## config.mk

```make
export PLATFORM = sky130hd
export DESIGN_NAME = respiration_rate_detector_top_flat
export DESIGN_NICKNAME = d
export VERILOG_FILES = /design/src/rtl/rrd_pkg.sv /design/src/rtl/rrd_if.sv /design/src/rtl/respiration_rate_detector_top.sv /design/src/flat_wrapper.sv
export SDC_FILE = /design/constraint.sdc
export NUM_CORES = 2
export LEC_CHECK = 0
export BUFFER_PORTS_ARGS = -buffer_cell sky130_fd_sc_hd__buf_2
export CORE_UTILIZATION = 65
export DETAILED_ROUTE_END_ITERATION = 12
export MAX_ROUTING_LAYER = met4
export PLACE_DENSITY = 0.83
export SLEW_MARGIN = 20
export SYNTH_ARGS = -nofsm -noshare
export SYNTH_HDL_FRONTEND = slang
export SYNTH_SLANG_ARGS = --single-unit
```

## constraint.sdc

```tcl
create_clock -name clk -period 25.1 [get_ports clk]
set_input_delay 2.51 -clock clk [delete_from_list [all_inputs] [get_ports clk]]
set_output_delay 2.51 -clock clk [all_outputs]
set_load 0.05 [all_outputs]
```

## src/rtl/rrd_pkg.sv

```systemverilog
// ----------------------------------------------------------------------------
// rrd_pkg
// Shared widths, register indexes and reset values for the respiration
// rate detector.
// ----------------------------------------------------------------------------
package rrd_pkg;

  // period timer width
  localparam int TIMER_WIDTH = 16;

  // field widths
  localparam int SAMPLE_W  = 16;
  localparam int PTICKS_W  = 16;
  localparam int PEAK_W    = 15;
  localparam int FILT_W    = 32;
  localparam int GAIN_W    = 11;
  localparam int WIN_W     = 10;
  localparam int LHOLD_W   = 8;
  localparam int CFG_IDX_W = 3;
  localparam int CFG_DAT_W = 11;

  // filter fixed point
  localparam int GAIN_SHIFT = 11;
  localparam int SUM_W      = FILT_W + 1;
  localparam int PROD_W     = SUM_W + GAIN_W + 1;
  localparam int CLAMP_LIM  = 32766;

  // configuration register indexes
  localparam logic [CFG_IDX_W-1:0] REG_LED_ENABLE      = 3'd0;
  localparam logic [CFG_IDX_W-1:0] REG_FILTER_GAIN     = 3'd1;
  localparam logic [CFG_IDX_W-1:0] REG_WINDOW_LENGTH   = 3'd2;
  localparam logic [CFG_IDX_W-1:0] REG_IMBALANCE_LIMIT = 3'd3;
  localparam logic [CFG_IDX_W-1:0] REG_LOW_HOLD        = 3'd4;

  // register reset values
  localparam logic [GAIN_W-1:0]  GAIN_RST   = 11'd1500;
  localparam logic [WIN_W-1:0]   WINLEN_RST = 10'd800;
  localparam logic [WIN_W-1:0]   IMBAL_RST  = 10'd780;
  localparam logic [LHOLD_W-1:0] LHOLD_RST  = 8'd10;

  // input mode codes
  localparam logic MODE_SAMPLE = 1'b0;
  localparam logic MODE_TICK   = 1'b1;

  typedef logic signed [SAMPLE_W-1:0] sample_t;
  typedef logic [TIMER_WIDTH-1:0]     timer_t;

endpackage

```

## src/rtl/rrd_if.sv

```systemverilog
// ----------------------------------------------------------------------------
// rrd_in_if / rrd_out_if
// Valid/ready channels for input items and result items.
// ----------------------------------------------------------------------------
interface rrd_in_if;
  import rrd_pkg::*;

  logic    valid;
  logic    ready;
  logic    mode;
  sample_t sample;

  modport source (output valid, output mode, output sample, input ready);
  modport sink   (input valid, input mode, input sample, output ready);
endinterface

interface rrd_out_if;
  import rrd_pkg::*;

  logic                valid;
  logic                ready;
  sample_t             filtered;
  logic                above_threshold;
  logic                period_valid;
  logic [PTICKS_W-1:0] period_ticks;
  logic                indicator_off;
  logic [PEAK_W-1:0]   peak_level;

  modport source (output valid, output filtered, output above_threshold,
                  output period_valid, output period_ticks, output indicator_off,
                  output peak_level, input ready);
  modport sink   (input valid, input filtered, input above_threshold,
                  input period_valid, input period_ticks, input indicator_off,
                  input peak_level, output ready);
endinterface

```

## src/rtl/respiration_rate_detector_top.sv

```systemverilog
// ----------------------------------------------------------------------------
// respiration_rate_detector_top
// High-pass filter, half-peak breath onset detection and period capture.
// ----------------------------------------------------------------------------
//
//  channel  | dir | payload                                    | beats
//  ---------+-----+--------------------------------------------+----------------
//  in_bus   | in  | mode, sample                               | one per item
//  out_bus  | out | filtered, above_threshold, period_valid,   | one per sample,
//           |     | period_ticks, indicator_off, peak_level    | none per tick
//  cfg_*    | in  | index, write data                          | one per write
//
//  An accepted beat lands in the input register; from there it runs
//  through the filter multiply, detection and window logic into the result
//  register, which offers the result beat.
//  Throughput is one item per cycle unless the result register stalls, set
//  by the filter feedback loop that closes through a single 33x12 multiply.
//  A stalled result register holds the input register back; a tick in the
//  input register never waits.
//  Synchronous active-low reset clears all detector state, config and valid bits.
// ----------------------------------------------------------------------------
module respiration_rate_detector_top (
  input  logic                            clk,
  input  logic                            rst_n,
  rrd_in_if.sink                          in_bus,
  rrd_out_if.source                       out_bus,
  input  logic                            cfg_we,
  input  logic [rrd_pkg::CFG_IDX_W-1:0]   cfg_index,
  input  logic [rrd_pkg::CFG_DAT_W-1:0]   cfg_wdata
);
  import rrd_pkg::*;

  // configuration registers
  logic               led_enable_r;
  logic [GAIN_W-1:0]  filter_gain_r;
  logic [WIN_W-1:0]   window_length_r;
  logic [WIN_W-1:0]   imbalance_limit_r;
  logic [LHOLD_W-1:0] low_hold_r;

  // input register
  logic    in_valid_r;
  logic    in_mode_r;
  sample_t in_sample_r;

  // detector state
  sample_t                  prev_sample_r, prev_sample_nxt;
  logic signed [FILT_W-1:0] filter_r, filter_nxt;
  sample_t                  peak_r, peak_nxt;
  logic                     measuring_r, measuring_nxt;
  logic [LHOLD_W-1:0]       low_run_r, low_run_nxt;
  logic [WIN_W:0]           high_count_r, high_count_nxt;
  logic [WIN_W:0]           low_count_r, low_count_nxt;
  logic [WIN_W-1:0]         window_count_r, window_count_nxt;
  timer_t                   timer_r, timer_nxt;

  // result register
  logic                out_valid_r;
  sample_t             res_filtered_r, res_filtered_nxt;
  logic                res_above_r, res_above_nxt;
  logic                res_pvalid_r, res_pvalid_nxt;
  logic [PTICKS_W-1:0] res_pticks_r, res_pticks_nxt;
  logic                res_ind_off_r, res_ind_off_nxt;

  // datapath
  logic signed [SUM_W-1:0]  sum;
  logic signed [PROD_W-1:0] prod;
  logic signed [PROD_W-1:0] prod_adj;
  logic signed [PROD_W-1:0] quot;
  sample_t                  clamped;
  sample_t                  data;
  sample_t                  peak_upd;
  sample_t                  threshold;
  logic                     above;
  logic [WIN_W:0]           next_win;
  logic signed [WIN_W+1:0]  diff;
  logic signed [WIN_W+1:0]  limit_s;

  logic advance;
  logic is_sample;

  // flow control: ticks never need the result register
  assign is_sample = in_valid_r && (in_mode_r == MODE_SAMPLE);
  assign advance   = in_valid_r && (!is_sample || !out_valid_r || out_bus.ready);
  assign in_bus.ready = !in_valid_r || advance;

  // configuration writes
  always_ff @(posedge clk) begin
    if (!rst_n) begin
      led_enable_r      <= 1'b0;
      filter_gain_r     <= GAIN_RST;
      window_length_r   <= WINLEN_RST;
      imbalance_limit_r <= IMBAL_RST;
      low_hold_r        <= LHOLD_RST;
    end else if (cfg_we) begin
      case (cfg_index)
        REG_LED_ENABLE:      led_enable_r      <= cfg_wdata[0];
        REG_FILTER_GAIN:     filter_gain_r     <= cfg_wdata[GAIN_W-1:0];
        REG_WINDOW_LENGTH:   window_length_r   <= cfg_wdata[WIN_W-1:0];
        REG_IMBALANCE_LIMIT: imbalance_limit_r <= cfg_wdata[WIN_W-1:0];
        REG_LOW_HOLD:        low_hold_r        <= cfg_wdata[LHOLD_W-1:0];
        default: ;
      endcase
    end
  end

  // input register
  always_ff @(posedge clk) begin
    if (!rst_n) begin
      in_valid_r <= 1'b0;
    end else if (in_bus.ready) begin
      in_valid_r <= in_bus.valid;
    end
  end

  always_ff @(posedge clk) begin
    if (in_bus.ready && in_bus.valid) begin
      in_mode_r   <= in_bus.mode;
      in_sample_r <= in_bus.sample;
    end
  end

  // leaky high-pass: y = gain * (y + x - xprev) / 2048, truncating toward zero
  always_comb begin
    sum = SUM_W'(filter_r) + SUM_W'(in_sample_r) - SUM_W'(prev_sample_r);
    prod = PROD_W'(sum) * $signed({1'b0, filter_gain_r});
    prod_adj = prod + (prod[PROD_W-1] ? PROD_W'((1 << GAIN_SHIFT) - 1) : PROD_W'(0));
    quot = prod_adj >>> GAIN_SHIFT;
    filter_nxt = quot[FILT_W-1:0];
  end

  // clamp, double, peak and threshold
  always_comb begin
    if (filter_nxt > FILT_W'(CLAMP_LIM)) begin
      clamped = SAMPLE_W'(CLAMP_LIM);
    end else if (filter_nxt < -FILT_W'(CLAMP_LIM)) begin
      clamped = -SAMPLE_W'(CLAMP_LIM);
    end else begin
      clamped = filter_nxt[SAMPLE_W-1:0];
    end
    data      = {clamped[SAMPLE_W-2:0], 1'b0};
    peak_upd  = (data > peak_r) ? data : peak_r;
    // peak is never negative, so the shift is the halving
    threshold = peak_upd >>> 1;
    above     = data > threshold;
  end

  // detection, re-arm and window bookkeeping
  always_comb begin
    prev_sample_nxt  = prev_sample_r;
    peak_nxt         = peak_r;
    measuring_nxt    = measuring_r;
    low_run_nxt      = low_run_r;
    high_count_nxt   = high_count_r;
    low_count_nxt    = low_count_r;
    window_count_nxt = window_count_r;
    timer_nxt        = timer_r;
    res_filtered_nxt = data;
    res_above_nxt    = above;
    res_pvalid_nxt   = 1'b0;
    res_pticks_nxt   = '0;
    res_ind_off_nxt  = 1'b0;
    next_win         = {1'b0, window_count_r} + (WIN_W+1)'(1);
    diff             = '0;
    limit_s          = $signed({2'b00, imbalance_limit_r});

    if (in_mode_r == MODE_TICK) begin
      timer_nxt = timer_r + TIMER_WIDTH'(1);
    end else begin
      prev_sample_nxt = in_sample_r;
      peak_nxt        = peak_upd;

      if (above) begin
        low_run_nxt = '0;
        // first crossing after arming captures the period
        if (!measuring_r) begin
          res_pticks_nxt = PTICKS_W'(timer_r);
          res_pvalid_nxt = 1'b1;
          measuring_nxt  = 1'b1;
          timer_nxt      = '0;
        end
        high_count_nxt = high_count_r + (WIN_W+1)'(1);
      end else begin
        if (low_run_r > low_hold_r) begin
          low_run_nxt     = LHOLD_W'(1);
          measuring_nxt   = 1'b0;
          res_ind_off_nxt = led_enable_r;
        end else begin
          low_run_nxt = low_run_r + LHOLD_W'(1);
        end
        low_count_nxt = low_count_r + (WIN_W+1)'(1);
      end

      // window end: clear peak if highs and lows are too lopsided
      if (next_win > {1'b0, window_length_r}) begin
        diff = $signed({1'b0, high_count_nxt}) - $signed({1'b0, low_count_nxt});
        if (diff > limit_s || -diff > limit_s) begin
          peak_nxt = '0;
        end
        window_count_nxt = '0;
        high_count_nxt   = '0;
        low_count_nxt    = '0;
      end else begin
        window_count_nxt = next_win[WIN_W-1:0];
      end
    end
  end

  // detector state update
  always_ff @(posedge clk) begin
    if (!rst_n) begin
      prev_sample_r  <= '0;
      filter_r       <= '0;
      peak_r         <= '0;
      measuring_r    <= 1'b0;
      low_run_r      <= '0;
      high_count_r   <= '0;
      low_count_r    <= '0;
      window_count_r <= '0;
      timer_r        <= '0;
    end else if (advance) begin
      prev_sample_r  <= prev_sample_nxt;
      if (is_sample) begin
        filter_r <= filter_nxt;
      end
      peak_r         <= peak_nxt;
      measuring_r    <= measuring_nxt;
      low_run_r      <= low_run_nxt;
      high_count_r   <= high_count_nxt;
      low_count_r    <= low_count_nxt;
      window_count_r <= window_count_nxt;
      timer_r        <= timer_nxt;
    end
  end

  // result register
  always_ff @(posedge clk) begin
    if (!rst_n) begin
      out_valid_r <= 1'b0;
    end else if (advance && is_sample) begin
      out_valid_r <= 1'b1;
    end else if (out_bus.ready) begin
      out_valid_r <= 1'b0;
    end
  end

  always_ff @(posedge clk) begin
    if (advance && is_sample) begin
      res_filtered_r <= res_filtered_nxt;
      res_above_r    <= res_above_nxt;
      res_pvalid_r   <= res_pvalid_nxt;
      res_pticks_r   <= res_pticks_nxt;
      res_ind_off_r  <= res_ind_off_nxt;
    end
  end

  // result beat
  assign out_bus.valid           = out_valid_r;
  assign out_bus.filtered        = res_filtered_r;
  assign out_bus.above_threshold = res_above_r;
  assign out_bus.period_valid    = res_pvalid_r;
  assign out_bus.period_ticks    = res_pticks_r;
  assign out_bus.indicator_off   = res_ind_off_r;
  assign out_bus.peak_level      = peak_r[PEAK_W-1:0];

endmodule

```

## src/flat_wrapper.sv

```systemverilog
// flat-port wrapper written by rule: the top's interface ports become plain ports
module respiration_rate_detector_top_flat import rrd_pkg::*;
  (clk, rst_n, cfg_we, cfg_index, cfg_wdata, in_bus_valid, in_bus_mode, in_bus_sample, in_bus_ready, out_bus_valid, out_bus_filtered, out_bus_above_threshold, out_bus_period_valid, out_bus_period_ticks, out_bus_indicator_off, out_bus_peak_level, out_bus_ready);
  rrd_in_if in_bus_i ();
  rrd_out_if out_bus_i ();
  input  logic clk;
  input  logic rst_n;
  input  logic cfg_we;
  input  logic [rrd_pkg::CFG_IDX_W-1:0] cfg_index;
  input  logic [rrd_pkg::CFG_DAT_W-1:0] cfg_wdata;
  input wire logic [$bits(in_bus_i.valid)-1:0] in_bus_valid;
  input wire logic [$bits(in_bus_i.mode)-1:0] in_bus_mode;
  input wire logic [$bits(in_bus_i.sample)-1:0] in_bus_sample;
  output wire logic [$bits(in_bus_i.ready)-1:0] in_bus_ready;
  output wire logic [$bits(out_bus_i.valid)-1:0] out_bus_valid;
  output wire logic [$bits(out_bus_i.filtered)-1:0] out_bus_filtered;
  output wire logic [$bits(out_bus_i.above_threshold)-1:0] out_bus_above_threshold;
  output wire logic [$bits(out_bus_i.period_valid)-1:0] out_bus_period_valid;
  output wire logic [$bits(out_bus_i.period_ticks)-1:0] out_bus_period_ticks;
  output wire logic [$bits(out_bus_i.indicator_off)-1:0] out_bus_indicator_off;
  output wire logic [$bits(out_bus_i.peak_level)-1:0] out_bus_peak_level;
  input wire logic [$bits(out_bus_i.ready)-1:0] out_bus_ready;
  assign in_bus_i.valid = in_bus_valid;
  assign in_bus_i.mode = in_bus_mode;
  assign in_bus_i.sample = in_bus_sample;
  assign in_bus_ready = in_bus_i.ready;
  assign out_bus_valid = out_bus_i.valid;
  assign out_bus_filtered = out_bus_i.filtered;
  assign out_bus_above_threshold = out_bus_i.above_threshold;
  assign out_bus_period_valid = out_bus_i.period_valid;
  assign out_bus_period_ticks = out_bus_i.period_ticks;
  assign out_bus_indicator_off = out_bus_i.indicator_off;
  assign out_bus_peak_level = out_bus_i.peak_level;
  assign out_bus_i.ready = out_bus_ready;
  respiration_rate_detector_top u_core (.clk(clk), .rst_n(rst_n), .in_bus(in_bus_i), .out_bus(out_bus_i), .cfg_we(cfg_we), .cfg_index(cfg_index), .cfg_wdata(cfg_wdata));
endmodule
```

==> key figures <==
Drt
  – Wire length per cell: 17.9 µm
  – DR vias/cell: 6.01
  – DRC: 0
  – Post-DRT Antenna Nets: 0
  – Total Routed Length: 69200 µm
  – DR vias: 23300
  – Drt initial violations: 1738
  – DRT Pass-1 Iters: 5

Worst setup path
  – CP Launch Type: flop
  – R2R Setup Slk: 1.52 ns
  – Critical path origin: u_core.filter_r[1]
  – Reg-to-Reg Start: u_core.filter_r[1]
  – Critical path's largest stage delay: 0.55 ns
  – CP Capture Type: flop
  – R2r worst-path depth: 105
  – CP Class: reg2reg
  – Critical Path RT: 25.47 ns
  – Worst reg2reg path endpoint: u_core.peak_r[1]
  – Crit path DAT: 23.95 ns
  – Cell mode on critical path: a21oi_1
  – Slowest-stage cell, CP: fa_1
  – Crit-path max FO: 16

Synthesis
  – Ys flop type: dfxtp_1
  – Number of synthesized register bits: 214
  – Number of enable flip-flop cells after synthesis: 51
  – Mapped Cells: 3337
  – YS warnings: 0
  – Synthesized area per cell: 8.38 µm²
  – Syn nets: 3932
  – Ys async rst share: 0%
  – Post-Syn Area: 28000 µm²
  – Sequential share of the synthesized area: 17.1%
  – Unique masters post-synth: 98

Die
  – Die span in x: 209 µm
  – Initial Utilization: 66.2%
  – Die H: 209 µm
  – Die ar.: 43900 µm²
  – # rows: 75
  – Core area: 42200 µm²
  – Ports: 88

Clock network
  – Post-CTS Hold Buffers: 0
  – Worst skew pair latency: 0.51 ns
  – CTS tree: done
  – Clk root buf: clkbuf_16
  – Sink Count: 214
  – CTS Buf Count: 20
  – Clock Pin Slew Worst Setup and Hold Paths: 0.07 ns
  – Htree depth: 1
  – Clock Tree Buf Depth: 3

STA
  – Final setup TNS: 0 ns
  – Final Hold Viols: 0
  – Slew @ Worst Pin: 1.23 ns
  – Top achievable clock speed: 42.4 MHz
  – Tcrit/Tclk final: 93.9%
  – Min Tclk post-route: 23.58 ns
  – Final setup fails: 0
  – Setup Skew: 0.00843 ns
  – Final Max Tran Viols: 0
  – Relative slew slack: 17.7%

Min path
  – Hold EP: u_core.window_length_r[2]
  – Worst min-delay path class: reg2reg
  – Hold Crit Start: u_core.window_length_r[2]
  – Hold Path Depth: 2

Global routing
  – First-pass GRT wire length: 117000 µm
  – Initial antenna violation count: 0
  – Maximum number of pins on one net before global-route repair: 68
  – Congestion Overflow GR: 0
  – Vias in the first global route: 24500
  – GR Util All Layers: 33.5%

Final layout
  – Ant. Diodes: 0
  – Fin nets: 3920
  – Ratio of cells with drive above 1 in the final layout: 7.67%
  – Layout area overhead: 5.56%

Job
  – Max Cap Viol: 0

Status
  – Status: finished, final reports clean

Placed design
  – Post-DP HPWL: 53600 µm
  – Port Buf Inserts: 86
  – GP Congestion: 1.01
placed cells by master, fill, tap and decap left out, types with 7 or more instances in the layout:
cell type,instances
fa_1,347
a22oi_1,12
clkbuf_16,22
a31oi_1,16
o21ai_0,83
a21boi_0,22
nand2b_1,33
nand3_1,72
nand4_1,45
inv_1,533
o31ai_1,14
dfxtp_1,162
ha_1,212
and3_1,34
edfxtp_1,51
o211ai_1,16
a211o_1,7
o31ai_2,12
o21bai_1,24
and2_1,133
buf_4,44
xor2_1,65
nor4_1,17
nand2_1,506
a21oi_1,149
xnor2_1,83
nor2b_1,28
or3_1,16
o21a_1,25
nor3b_1,11
buf_2,86
nor3_1,53
mux2i_1,26
mux2_2,9
a211oi_1,20
a21o_1,24
o211a_1,17
nor2_1,152
or2_2,12
stage by stage:
stage,setup slack (ns),hold slack (ns),utilization (%),area (µm²),std cells
finish,1.52,0.460,69.9,29500,3878
global route,-0.0676,0.482,69.9,29500,3878
CTS,0.202,0.461,69.6,29400,3873
detailed placement,-0.298,0.451,68.0,28700,3836
global placement,0.941,0.446,67.9,28700,3836
floorplan,3.41,0.432,-,28000,3337
layout make-up:
cell class | count | area (µm²)
clock buffer | 29 | 607
clock inverter | 7 | 65.1
fill | 3269 | 12700
inverter | 537 | 2020
multi-input combinational | 2420 | 20600
sequential | 214 | 4800
tap | 539 | 674
timing repair buffer | 132 | 788
layer usage:
metal / vias to the layer above / track usage [%] / share of wire (%)
li1: 10800 / - / -
met5: - / - / 0
met4: 0 / 13.0 / 3.9
met1: 11400 / 40.7 / 40
met2: 903 / 57.4 / 50
met3: 202 / 3.85 / 5.6
cell usage after synthesis, types with 17 or more instances:
cell type    n  area share (%)
a211oi_1    20            0.54
a21boi_0    23            0.62
a21o_1      24            0.64
a21oi_1    150             2.7
and2_1     133             3.0
and3_1      34            0.76
clkbuf_1   134             1.8
dfxtp_1    163              12
edfxtp_1    51             5.5
fa_1       347              25
ha_1       212             9.5
inv_1      534             7.2
mux2i_1     26            0.93
nand2_1    507             6.8
nand2b_1    34            0.76
nand3_1     72             1.3
nand4_1     45             1.0
nor2_1     154             2.1
nor2b_1     29            0.65
nor3_1      54            0.97
nor4_1      18            0.40
o211a_1     17            0.61
o21a_1      25            0.67
o21ai_0     84             1.5
o21bai_1    24            0.64
xnor2_1     87             2.7
xor2_1      65             2.0
worst max path at each step:
stage / to / cells after the start / slack (ns)
floorplan: u_core.peak_r[10] / 105 / 3.41
global placement: u_core.peak_r[1] / 98 / 0.94
detailed placement: u_core.peak_r[1] / 98 / -0.30
CTS: u_core.peak_r[1] / 99 / 0.20
global route: u_core.peak_r[4] / 105 / -0.07
finish: u_core.peak_r[1] / 105 / 1.52
worst max-delay path: cells and delay by family (launching register included):
kind	cells	cell delay [ns]
AO/OA/AOI/OAI	48	9.35
XOR/XNOR	1	0.25
adder cells (fa/ha/maj)	13	5.38
buffers and inverters	12	1.74
multiplexers	4	0.99
AND/OR/NAND/NOR	27	5.28
flip-flops	1	0.33
cells by family (layout without fill, tap and decap cells):
| family | Yosys count | count (layout) | share of synthesized area, % |
|---|---|---|---|
| other | 1 | 1 | 0.0134 |
| DFF | 214 | 214 | 17.1 |
| buffers and inverters | 703 | 705 | 9.71 |
| muxes | 36 | 36 | 1.37 |
| xor gates and xnor gates | 154 | 154 | 4.88 |
| and+or+nand+nor | 1160 | 1160 | 20.0 |
| AOI/OAI and AO/OA | 510 | 510 | 12.6 |
| adders and majority gates | 559 | 559 | 34.3 |
what timing repair did:
item | 4_1_cts | 5_1_grt
endpoints found under the setup margin | 15 | 16
buffers inserted | 1 | 4
gates resized for setup | 1 | 15
pin swaps | 1 | 3
registers in the layout, indices dropped and copies added, names as in the netlist, 11 cells and up:
register,cells
u_core.filter_r,32
u_core.in_sample_r,16
u_core.out_bus.period_ticks,16
u_core.peak_r,16
u_core.prev_sample_r,16
u_core.timer_r,16
u_core.out_bus.filtered,15
u_core.filter_gain_r,11
u_core.high_count_r,11
u_core.low_count_r,11
Power is not shown: default switching activity piles up to over one toggle a cycle in this logic, so the estimate is an artifact.
